<file path="src/hdl/astc_pkg.sv">
// Shared types and constants for the accelerometer swing trigger classifier.
// Used by every module of the block; no dependencies of its own.
package astc_pkg;

  // Default depth of the turn-mark window.
  localparam int WINDOW_DEF = 7;

  localparam int AXIS_W   = 16;
  localparam int ENERGY_W = 32;
  localparam int LIMIT_W  = 3;
  localparam int CFG_AW   = 4;
  localparam int CFG_DW   = 32;

  // Register reset values (levels are squared raw-count magnitudes).
  localparam logic [LIMIT_W-1:0]  STRONG_LIMIT_RST = 3'd2;
  localparam logic [LIMIT_W-1:0]  WEAK_LIMIT_RST   = 3'd0;
  localparam logic [ENERGY_W-1:0] SWING_LEVEL_RST  = 32'd10737091;
  localparam logic [ENERGY_W-1:0] STRONG_LEVEL_RST = 32'd1052342246;

  typedef enum logic [1:0] {
    SLOPE_FLAT = 2'd0,
    SLOPE_UP   = 2'd1,
    SLOPE_DOWN = 2'd2
  } slope_t;

  typedef enum logic [1:0] {
    MARK_NONE   = 2'd0,
    MARK_STRONG = 2'd1,
    MARK_WEAK   = 2'd2
  } mark_t;

  typedef enum logic [1:0] {
    CLASS_NONE   = 2'd0,
    CLASS_SWING  = 2'd1,
    CLASS_STRONG = 2'd2
  } class_t;

  // Register indexes, taken from paddr[3:2].
  typedef enum logic [1:0] {
    REG_STRONG_LIMIT = 2'd0,
    REG_WEAK_LIMIT   = 2'd1,
    REG_SWING_LEVEL  = 2'd2,
    REG_STRONG_LEVEL = 2'd3
  } cfg_reg_t;

endpackage

</file>
<file path="src/hdl/astc_mark_cell.sv">
// One cell of the turn-mark window: holds one mark and hands it to its neighbor.
// Depends on astc_pkg for the mark type.
module astc_mark_cell
  import astc_pkg::*;
(
  input  logic  clk,
  input  logic  rst_n,
  input  logic  shift_en,
  input  mark_t mark_in,
  output mark_t mark_out
);

  mark_t mark_r;
  mark_t mark_nxt;

  // Take the neighbor's mark on every accepted sample.
  always_comb begin
    mark_nxt = mark_r;
    if (shift_en) begin
      mark_nxt = mark_in;
    end
  end

  always_ff @(posedge clk) begin
    if (!rst_n) begin
      mark_r <= MARK_NONE;
    end else begin
      mark_r <= mark_nxt;
    end
  end

  assign mark_out = mark_r;

endmodule

</file>
<file path="src/hdl/astc_energy.sv">
// Two-stage squared-magnitude unit: squares of the axes, then their sum.
// Depends on astc_pkg for widths; valid/ready on both sides.
module astc_energy
  import astc_pkg::*;
(
  input  logic                       clk,
  input  logic                       rst_n,
  input  logic                       in_valid,
  output logic                       in_ready,
  input  logic signed [AXIS_W-1:0]   accel_x,
  input  logic signed [AXIS_W-1:0]   accel_y,
  input  logic signed [AXIS_W-1:0]   accel_z,
  output logic                       e_valid,
  input  logic                       e_ready,
  output logic        [ENERGY_W-1:0] e_data
);

  logic                a_valid_r, a_valid_nxt;
  logic                b_valid_r, b_valid_nxt;
  logic                a_ready, b_ready;
  logic [AXIS_W-1:0]   mag_x, mag_y, mag_z;
  logic [ENERGY_W-1:0] sq_x_r, sq_y_r, sq_z_r;
  logic [ENERGY_W-1:0] e_r;

  // Magnitude of each axis; the most negative value maps to 32768 unsigned.
  always_comb begin
    mag_x = accel_x[AXIS_W-1] ? AXIS_W'(-accel_x) : accel_x;
    mag_y = accel_y[AXIS_W-1] ? AXIS_W'(-accel_y) : accel_y;
    mag_z = accel_z[AXIS_W-1] ? AXIS_W'(-accel_z) : accel_z;
  end

  // Stage handshake: a stage loads when it is empty or its content moves on.
  assign b_ready  = !b_valid_r || e_ready;
  assign a_ready  = !a_valid_r || b_ready;
  assign in_ready = a_ready;

  always_comb begin
    a_valid_nxt = a_valid_r;
    b_valid_nxt = b_valid_r;
    if (a_ready) begin
      a_valid_nxt = in_valid;
    end
    if (b_ready) begin
      b_valid_nxt = a_valid_r;
    end
  end

  always_ff @(posedge clk) begin
    if (!rst_n) begin
      a_valid_r <= 1'b0;
      b_valid_r <= 1'b0;
    end else begin
      a_valid_r <= a_valid_nxt;
      b_valid_r <= b_valid_nxt;
    end
  end

  // Square stage.
  always_ff @(posedge clk) begin
    if (a_ready && in_valid) begin
      sq_x_r <= ENERGY_W'(mag_x) * ENERGY_W'(mag_x);
      sq_y_r <= ENERGY_W'(mag_y) * ENERGY_W'(mag_y);
      sq_z_r <= ENERGY_W'(mag_z) * ENERGY_W'(mag_z);
    end
  end

  // Sum stage; the total is at most 3 * 2^30, so no carry is lost.
  always_ff @(posedge clk) begin
    if (b_ready && a_valid_r) begin
      e_r <= sq_x_r + sq_y_r + sq_z_r;
    end
  end

  assign e_valid = b_valid_r;
  assign e_data  = e_r;

endmodule

</file>
<file path="src/hdl/accel_swing_trigger_classifier_core.sv">
// Accelerometer swing trigger classifier, top level.
// Pipeline: an input transfer passes the square, sum and classify registers to result valid.
// Throughput: one sample per cycle while the result channel takes results; the classify
// stage updates the mark chain and the running turn counts together for each sample.
// Reset (synchronous, rst_n low): registers to defaults, window cleared,
// next sample treated as the first; no clearing pass is needed.
module accel_swing_trigger_classifier_core
  import astc_pkg::*;
#(
  parameter int WINDOW = WINDOW_DEF
) (
  input  logic                       clk,
  input  logic                       rst_n,
  // Input channel.
  input  logic                       in_valid,
  output logic                       in_ready,
  input  logic signed [AXIS_W-1:0]   in_accel_x,
  input  logic signed [AXIS_W-1:0]   in_accel_y,
  input  logic signed [AXIS_W-1:0]   in_accel_z,
  // Result channel.
  output logic                       out_valid,
  input  logic                       out_ready,
  output logic        [1:0]          out_trigger_class,
  // Configuration port.
  input  logic                       psel,
  input  logic                       penable,
  input  logic                       pwrite,
  input  logic        [CFG_AW-1:0]   paddr,
  input  logic        [CFG_DW-1:0]   pwdata,
  output logic        [CFG_DW-1:0]   prdata,
  output logic                       pready
);

  localparam int CNT_W = $clog2(WINDOW + 1);
  localparam int CMP_W = (CNT_W > LIMIT_W) ? CNT_W : LIMIT_W;

  // Configuration registers.
  logic [LIMIT_W-1:0]  strong_limit_r;
  logic [LIMIT_W-1:0]  weak_limit_r;
  logic [ENERGY_W-1:0] swing_level_r;
  logic [ENERGY_W-1:0] strong_level_r;
  logic                cfg_wr;
  cfg_reg_t            cfg_sel;

  assign pready  = 1'b1;
  assign cfg_wr  = psel && penable && pwrite;
  assign cfg_sel = cfg_reg_t'(paddr[3:2]);

  always_ff @(posedge clk) begin
    if (!rst_n) begin
      strong_limit_r <= STRONG_LIMIT_RST;
      weak_limit_r   <= WEAK_LIMIT_RST;
      swing_level_r  <= SWING_LEVEL_RST;
      strong_level_r <= STRONG_LEVEL_RST;
    end else if (cfg_wr) begin
      unique case (cfg_sel)
        REG_STRONG_LIMIT: strong_limit_r <= pwdata[LIMIT_W-1:0];
        REG_WEAK_LIMIT:   weak_limit_r   <= pwdata[LIMIT_W-1:0];
        REG_SWING_LEVEL:  swing_level_r  <= pwdata;
        REG_STRONG_LEVEL: strong_level_r <= pwdata;
        default: ;
      endcase
    end
  end

  // Register read-back.
  always_comb begin
    unique case (cfg_sel)
      REG_STRONG_LIMIT: prdata = CFG_DW'(strong_limit_r);
      REG_WEAK_LIMIT:   prdata = CFG_DW'(weak_limit_r);
      REG_SWING_LEVEL:  prdata = swing_level_r;
      REG_STRONG_LEVEL: prdata = strong_level_r;
      default:          prdata = '0;
    endcase
  end

  // Energy front end.
  logic                e_valid;
  logic                e_ready;
  logic [ENERGY_W-1:0] e_data;

  astc_energy u_energy (
    .clk      (clk),
    .rst_n    (rst_n),
    .in_valid (in_valid),
    .in_ready (in_ready),
    .accel_x  (in_accel_x),
    .accel_y  (in_accel_y),
    .accel_z  (in_accel_z),
    .e_valid  (e_valid),
    .e_ready  (e_ready),
    .e_data   (e_data)
  );

  // Classify stage handshake: the output register parts it from the consumer.
  logic   out_valid_r, out_valid_nxt;
  class_t out_class_r, out_class_nxt;
  logic   fire_c;

  assign e_ready = !out_valid_r || out_ready;
  assign fire_c  = e_valid && e_ready;

  // Slope tracking state.
  logic [ENERGY_W-1:0] prev_energy_r, prev_energy_nxt;
  slope_t              prev_slope_r, prev_slope_nxt;
  logic                first_pending_r, first_pending_nxt;
  slope_t              slope_raw, slope;
  mark_t               mark_new;

  // Slope of the energy and the turn mark for the sample in this stage.
  always_comb begin
    if (e_data > prev_energy_r) begin
      slope_raw = SLOPE_UP;
    end else if (e_data < prev_energy_r) begin
      slope_raw = SLOPE_DOWN;
    end else begin
      slope_raw = SLOPE_FLAT;
    end
    slope    = first_pending_r ? SLOPE_FLAT : slope_raw;
    mark_new = MARK_NONE;
    if (!first_pending_r &&
        ((slope_raw == SLOPE_UP && prev_slope_r == SLOPE_DOWN) ||
         (slope_raw == SLOPE_DOWN && prev_slope_r == SLOPE_UP))) begin
      mark_new = (e_data > swing_level_r) ? MARK_STRONG : MARK_WEAK;
    end
  end

  // Row of mark cells; the last cell holds the oldest mark in the window.
  mark_t             chain [WINDOW];
  logic [WINDOW-1:0] strong_vec;
  logic [WINDOW-1:0] weak_vec;

  for (genvar i = 0; i < WINDOW; i++) begin : g_cell
    astc_mark_cell u_cell (
      .clk      (clk),
      .rst_n    (rst_n),
      .shift_en (fire_c),
      .mark_in  ((i == 0) ? mark_new : chain[(i == 0) ? 0 : i - 1]),
      .mark_out (chain[i])
    );
    assign strong_vec[i] = (chain[i] == MARK_STRONG);
    assign weak_vec[i]   = (chain[i] == MARK_WEAK);
  end

  // Running counts: add the entering mark, drop the one leaving the window.
  logic [CNT_W-1:0] strong_cnt_r, strong_cnt_nxt;
  logic [CNT_W-1:0] weak_cnt_r, weak_cnt_nxt;
  logic [CNT_W-1:0] strong_cnt_upd, weak_cnt_upd;

  always_comb begin
    strong_cnt_upd = strong_cnt_r
                   + CNT_W'(mark_new == MARK_STRONG)
                   - CNT_W'(chain[WINDOW-1] == MARK_STRONG);
    weak_cnt_upd   = weak_cnt_r
                   + CNT_W'(mark_new == MARK_WEAK)
                   - CNT_W'(chain[WINDOW-1] == MARK_WEAK);
  end

  // Next state and the class of the sample in this stage.
  always_comb begin
    strong_cnt_nxt    = strong_cnt_r;
    weak_cnt_nxt      = weak_cnt_r;
    prev_energy_nxt   = prev_energy_r;
    prev_slope_nxt    = prev_slope_r;
    first_pending_nxt = first_pending_r;
    out_class_nxt     = out_class_r;
    out_valid_nxt     = out_valid_r && !out_ready;
    if (fire_c) begin
      strong_cnt_nxt    = strong_cnt_upd;
      weak_cnt_nxt      = weak_cnt_upd;
      prev_energy_nxt   = e_data;
      prev_slope_nxt    = slope;
      first_pending_nxt = 1'b0;
      out_valid_nxt     = 1'b1;
      if (CMP_W'(strong_cnt_upd) > CMP_W'(strong_limit_r) ||
          e_data > strong_level_r) begin
        out_class_nxt = CLASS_STRONG;
      end else if (CMP_W'(weak_cnt_upd) > CMP_W'(weak_limit_r)) begin
        out_class_nxt = CLASS_NONE;
      end else begin
        out_class_nxt = CLASS_SWING;
      end
    end
  end

  always_ff @(posedge clk) begin
    if (!rst_n) begin
      strong_cnt_r    <= '0;
      weak_cnt_r      <= '0;
      prev_energy_r   <= '0;
      prev_slope_r    <= SLOPE_FLAT;
      first_pending_r <= 1'b1;
      out_valid_r     <= 1'b0;
    end else begin
      strong_cnt_r    <= strong_cnt_nxt;
      weak_cnt_r      <= weak_cnt_nxt;
      prev_energy_r   <= prev_energy_nxt;
      prev_slope_r    <= prev_slope_nxt;
      first_pending_r <= first_pending_nxt;
      out_valid_r     <= out_valid_nxt;
    end
  end

  // Class register holds payload only.
  always_ff @(posedge clk) begin
    out_class_r <= out_class_nxt;
  end

  assign out_valid         = out_valid_r;
  assign out_trigger_class = out_class_r;

  // The running counts always agree with the marks held in the cells.
  a_strong_cnt_match: assert property (@(posedge clk) disable iff (!rst_n)
    strong_cnt_r == CNT_W'($countones(strong_vec)))
    else $error("strong turn count disagrees with mark chain");

  a_weak_cnt_match: assert property (@(posedge clk) disable iff (!rst_n)
    weak_cnt_r == CNT_W'($countones(weak_vec)))
    else $error("weak turn count disagrees with mark chain");

  // A classified sample always leaves a pending result and clears first-sample state.
  a_fire_result: assert property (@(posedge clk) disable iff (!rst_n)
    fire_c |=> (out_valid_r && !first_pending_r))
    else $error("classified sample did not produce a result");

  // The first sample after reset never leaves a turn mark.
  a_first_no_mark: assert property (@(posedge clk) disable iff (!rst_n)
    (fire_c && first_pending_r) |=> (chain[0] == MARK_NONE))
    else $error("first sample marked a turn");

endmodule
</file>
<file path="config.mk">
export PLATFORM = sky130hd
export DESIGN_NAME = accel_swing_trigger_classifier_core
export DESIGN_NICKNAME = d
export VERILOG_FILES = /design/src/hdl/astc_pkg.sv /design/src/hdl/astc_mark_cell.sv /design/src/hdl/astc_energy.sv /design/src/hdl/accel_swing_trigger_classifier_core.sv
export SDC_FILE = /design/constraint.sdc
export NUM_CORES = 2
export LEC_CHECK = 0
export ABC_AREA = 0
export BUFFER_PORTS_ARGS = -buffer_cell sky130_fd_sc_hd__buf_2
export CORE_UTILIZATION = 60
export DETAILED_ROUTE_END_ITERATION = 10
export PLACE_DENSITY = 0.78
export SYNTH_ARGS = -nofsm -noshare
export SYNTH_HDL_FRONTEND = slang
export SYNTH_SLANG_ARGS = --single-unit
</file>
<file path="constraint.sdc">
create_clock -name clk -period 24.7 [get_ports clk]
set_clock_uncertainty 0.1 [all_clocks]
set_input_delay 3.705 -clock clk [delete_from_list [all_inputs] [get_ports clk]]
set_output_delay 3.705 -clock clk [all_outputs]
set_load 0.05 [all_outputs]
</file>
== Word-level counts from Yosys, hierarchy flattened ==
Cells that the tools add are included.
Storage, ports and cells
  flip-flop bits (word level): 258
  bits of input ports: 91
  output and inout bits: 37
Operators by class
  equality and inequality tests: 11
  mux-type cells: 11
  $lt $le $gt $ge: 6
  add/sub/neg operators: 9
  reductions and logical operators: 24
  multiply operators: 3
Operators by type and width (number)
  $pmux W32 S4: 1
  $gt A32 B32 Y1: 3
  $mul A16 B16 Y32: 3
  $add A32 B32 Y32: 2
  $mux W16: 3
  $neg A16 Y16: 3
  $lt A32 B32 Y1: 1
  $eq A2 B2 Y1 const B: 6
  $eq A2 B1 Y1 const B: 5
  $mux W2: 5
  $logic_and A1 B1 Y1: 9
  $reduce_and A2 Y1: 4
  $add A3 B1 Y3: 2
  $gt A3 B3 Y1: 2
  $sub A3 B1 Y3: 2
  $logic_not A1 Y1: 5
  $logic_or A1 B1 Y1: 5
  $logic_not A2 Y1: 1
  $mux W1: 2

== Logic depth before layout (Yosys ltp) ==
  depth in word-level cells: 13
  depth in mapped cells: 31

== Hierarchy ==
A second synthesis with hierarchy kept.
Second synthesis, totals
  cells, all modules: 3823
  area, all modules: 35615.4 um^2
Modules (own cells, without submodules)
  astc_energy: area each 27667.8 um^2, cells an instance 2864, seq. area each 3793.6 um^2, times used 1
  accel_swing_trigger_classifier_core: area each 7439.6 um^2, cells an instance 917, seq. area each 2302.2 um^2, times used 1
  astc_mark_cell: area each 72.6 um^2, cells an instance 6, seq. area each 40.0 um^2, times used 7

== Least setup slack after synthesis ==
OpenSTA, ideal clock, no wires.
  kind: in2reg
  from: input in_accel_z[0]
  to: register u_energy.sq_z_r[30] (data pin)
  arrival time: 10866 ps
  required time: 24334 ps
  setup time: 266 ps
  setup slack: 13469 ps
  stages on the path: 29
  cell sequence: inv_1 clkbuf_1 ha_1 nand3_1 or2_1 o21ai_0 xor2_1 clkinv_1 nand2_1 inv_1 fa_1 inv_1 fa_1 inv_1 fa_1 fa_1 fa_1 inv_1 fa_1 inv_1 ha_1 a21o_1 a21o_1 a2111oi_0 o211ai_1 nand2_1 o221ai_1 o21ai_0 or3b_1
Between the ends
  word-level cells in the longest chain between the ends: 3
Ends and longest elaborated chain
  from (decl): line accel_swing_trigger_classifier_core.sv:19  | input logic signed [AXIS_W-1:0] in_accel_z,
  $neg A16 Y16: line astc_energy.sv:29  | mag_z = accel_z[AXIS_W-1] ? AXIS_W'(-accel_z) : accel_z;
  $mux W16 *: line astc_energy.sv:29
  $mul A16 B16 Y32 *: line astc_energy.sv:63  | sq_z_r <= ENERGY_W'(mag_z) * ENERGY_W'(mag_z);
  to (signal assigned): line astc_energy.sv:63
  to (decl): line astc_energy.sv:22  | logic [ENERGY_W-1:0] sq_x_r, sq_y_r, sq_z_r;
Mark *: on every way between the ends. The rest lies on a longest branch, timed or not.
A chain may end at the register's enable or synchronous reset.

== Worst setup path in the final report ==
  from: input in_accel_y[0]
  to: register u_energy.sq_y_r[29] (data pin)
Between the ends
  word-level cells in the longest chain between the ends: 3
Ends and longest elaborated chain
  from (decl): line accel_swing_trigger_classifier_core.sv:18  | input logic signed [AXIS_W-1:0] in_accel_y,
  $neg A16 Y16: line astc_energy.sv:28  | mag_y = accel_y[AXIS_W-1] ? AXIS_W'(-accel_y) : accel_y;
  $mux W16 *: line astc_energy.sv:28
  $mul A16 B16 Y32 *: line astc_energy.sv:62  | sq_y_r <= ENERGY_W'(mag_y) * ENERGY_W'(mag_y);
  to (signal assigned): line astc_energy.sv:62
  to (decl): line astc_energy.sv:22
Marked as above.

==> run metrics <==
WP buf/inv=8; setup_tns=0 ns; DR iter-0 viols=1541; top cell type by total area after synthesis=fa_1; vias in the first global route=26654; CTS tree=yes; RSZ-0062 raised after global routing=no; Core Area=58140 sq um; sequential fraction of the synthesis area=17.95%; first-pass GRT wire length=127700 microns; EDFF count, synth=127; Synth cell types=88; Initial Utilization=61.12%; CP endpoint kind=register; Post-CTS Hold Buffers=0; Max-Slew Margin vs Limit=17.24%; delay-heaviest family, CP=adder cells; Syn Inst Count=3833; IO buf count=124; GPL Wtd Cong=0.9235; R2R cell count=20; Worst-path clk slew=0.06 ns; CP arrival=12.47 ns; io pins=128; post-synthesis area per instance=9.270 sq um; Cell Rows=88; fin nets=5009; ratio of final minimum period to clock period=49.68%; Max-Cap Viols=0; fraction of registers with async set/reset=0%; crit path from=in_accel_y[0]; H-tree level count=1; Synth Flop Type=dfxtp_1; Fin. Hold Viols=0; Worst Hold Launch=g_cell[4].u_cell.mark_out[0]; total clock sinks=255; ANT nets after route=0; slowest cell delay on critical path=0.85 ns; post-DR wirelength/cell=15.97 microns; crit path max fanout=17; DRC=0; Placed Cells incl. Taps=4705; Post-CTS Setup Bufs=0; antenna violations before repair=3; Worst Path Required=24.90 ns; Setup Crit Path Kind=in -> reg; Clock Latency Late Sink=0.56 ns; vias per inst=5.486; Synth warnings=0; largest cells by area after synthesis=fa_1 (29%), ha_1 (15%), edfxtp_1 (11%), inv_1 (8.4%), dfxtp_1 (7.2%); Area Growth Syn to Fin=7.237%; Post-DP HPWL=62180 microns; die area=60190 sq um; instance count on the critical path=28; DR pass1 iterations=7; Synth Register Bits=255; status=finished clean; fmax=81.49 MHz; Cell Area, Synth=35530 sq um; final setup fails=0; Die H=245.3 microns; Overflow after GRT=0; CTS resizes=0; CTS Buf Count=28; Die X=245.3 microns; post-route insts no fill=4758; Design Area, Final=38100 sq um; largest net degree at the start of global routing=130; Startpoint Class=input port; All-Layer GR Usage=26.20%; clk buf depth=3; layout cell share with drive strength beyond 1=6.062%; Hold Crit Class=reg -> reg; via count=26103; Post-DP Area=37180 sq um; clk root buf=clkbuf_16; hold depth=2; drt total wl=75970 microns; worst setup margin=12.43 ns; Period minus WS final=12.27 ns; Max Slew Vio Count=0; share of the synthesized area in the top cell type=29.41%; pre-CTS WS=12.09 ns; slowest cell on the critical path=xor2_1; Slew @ Worst Pin=1.233 ns; Reg-to-Reg Start=u_energy.e_data[12]
[sequential cells by signal (all words and copies together) (netlist names)]
register,count
g_cell.u_cell.mark_out,14
strong_level_r,32
u_energy.a_valid_r,1
out_valid,1
prev_slope_r,2
u_energy.sq_x_r,31
strong_cnt_r,3
u_energy.e_data,32
weak_cnt_r,3
strong_limit_r,3
swing_level_r,32
prev_energy_r,32
weak_limit_r,3
u_energy.e_valid,1
out_trigger_class,2
first_pending_r,1
u_energy.sq_y_r,31
u_energy.sq_z_r,31
[cell usage in the layout, fill, tap and decap left out, types with 29 or more instances in the layout]
cell       synthesis  routed
xnor2_1          114     114
ha_1             426     426
a21boi_0          84      83
clkbuf_16          0      29
buf_4              1      32
dfxtp_1          128     128
mux2i_1           34      34
nor2_1           252     252
inv_1            796     796
conb_1             2      37
a21oi_1          121     121
nand2_1          454     454
xor2_1            53      53
a21o_1            72      72
fa_1             522     522
nand3_1           36      36
o211ai_1          49      49
edfxtp_1         127     127
o21ai_0           73      73
buf_2              2     123
nor3_1            36      36
nor2b_1           52      52
[cell families (layout without fill, tap and decap cells)]
kind of cell             after synthesis  after routing  synth area share (%)
buffers and inverters                899           1023                 9.536
AND/OR/NAND/NOR                      973            973                 12.16
XOR/XNOR                             172            172                 4.377
AO/OA/AOI/OAI                        547            547                 10.40
adder cells (fa/ha/maj)              948            948                 44.41
multiplexers                          37             37                 1.148
other                                  2             38               0.02114
flip-flops                           255            255                 17.95
[per-stage QoR]
| stage | util [%] | hold slack [ns] |
|---|---|---|
| global placement | 63.95 | 0.3514 |
| detailed placement | 63.95 | 0.3612 |
| CTS | 65.53 | 0.3695 |
| finish | 65.54 | 0.3671 |
| floorplan | - | 0.3412 |
| global route | 65.53 | 0.3885 |
[per-layer routing]
metal	wire length, microns	track usage (%)	share of wire (%)	vias to the layer above
met5	27	0	0.036	-
met4	2120	7.563	2.8	4
met3	4585	3.329	6.0	135
met2	36470	44.77	48	754
met1	32760	34.93	43	12718
li1	-	-	-	12492
[worst paths after layout]
check	slack, ns	end
worst max-delay path	12.43	u_energy.sq_y_r[29]
worst min-delay path	0.37	g_cell[4].u_cell.mark_out[0]
worst max register to register	19.00	out_trigger_class[1]
worst min register to register	0.37	g_cell[4].u_cell.mark_out[0]
[final cells by class]
| class | count | area (sq um) |
|---|---|---|
| tap | 765 | 957.2 |
| antenna | 1 | 2.502 |
| fill | 4685 | 20030 |
| sequential | 255 | 6376 |
| clock inverter | 17 | 171.4 |
| inverter | 816 | 3063 |
| timing repair buffer | 155 | 855.8 |
| clock buffer | 35 | 748.2 |
| multi-input combinational | 2714 | 25930 |
[synthesized netlist by cell type, types with 26 or more instances]
master,count
a21boi_0,84
a21o_1,72
a21oi_1,121
clkbuf_1,77
dfxtp_1,128
edfxtp_1,127
fa_1,522
ha_1,426
inv_1,796
mux2i_1,34
nand2_1,454
nand3_1,36
nand4_1,26
nor2_1,252
nor2b_1,52
nor3_1,36
o211ai_1,49
o21a_1,26
o21ai_0,73
xnor2_1,114
xor2_1,53
[worst min-delay path: stages, from the launching register on]
cell      delay, ns
dfxtp_1        0.31
nand2_1        0.05
a21boi_0       0.06
Power is left out: the tool's default activity adds up to more than one toggle a clock period on the data nets, which glitch-free logic cannot reach.
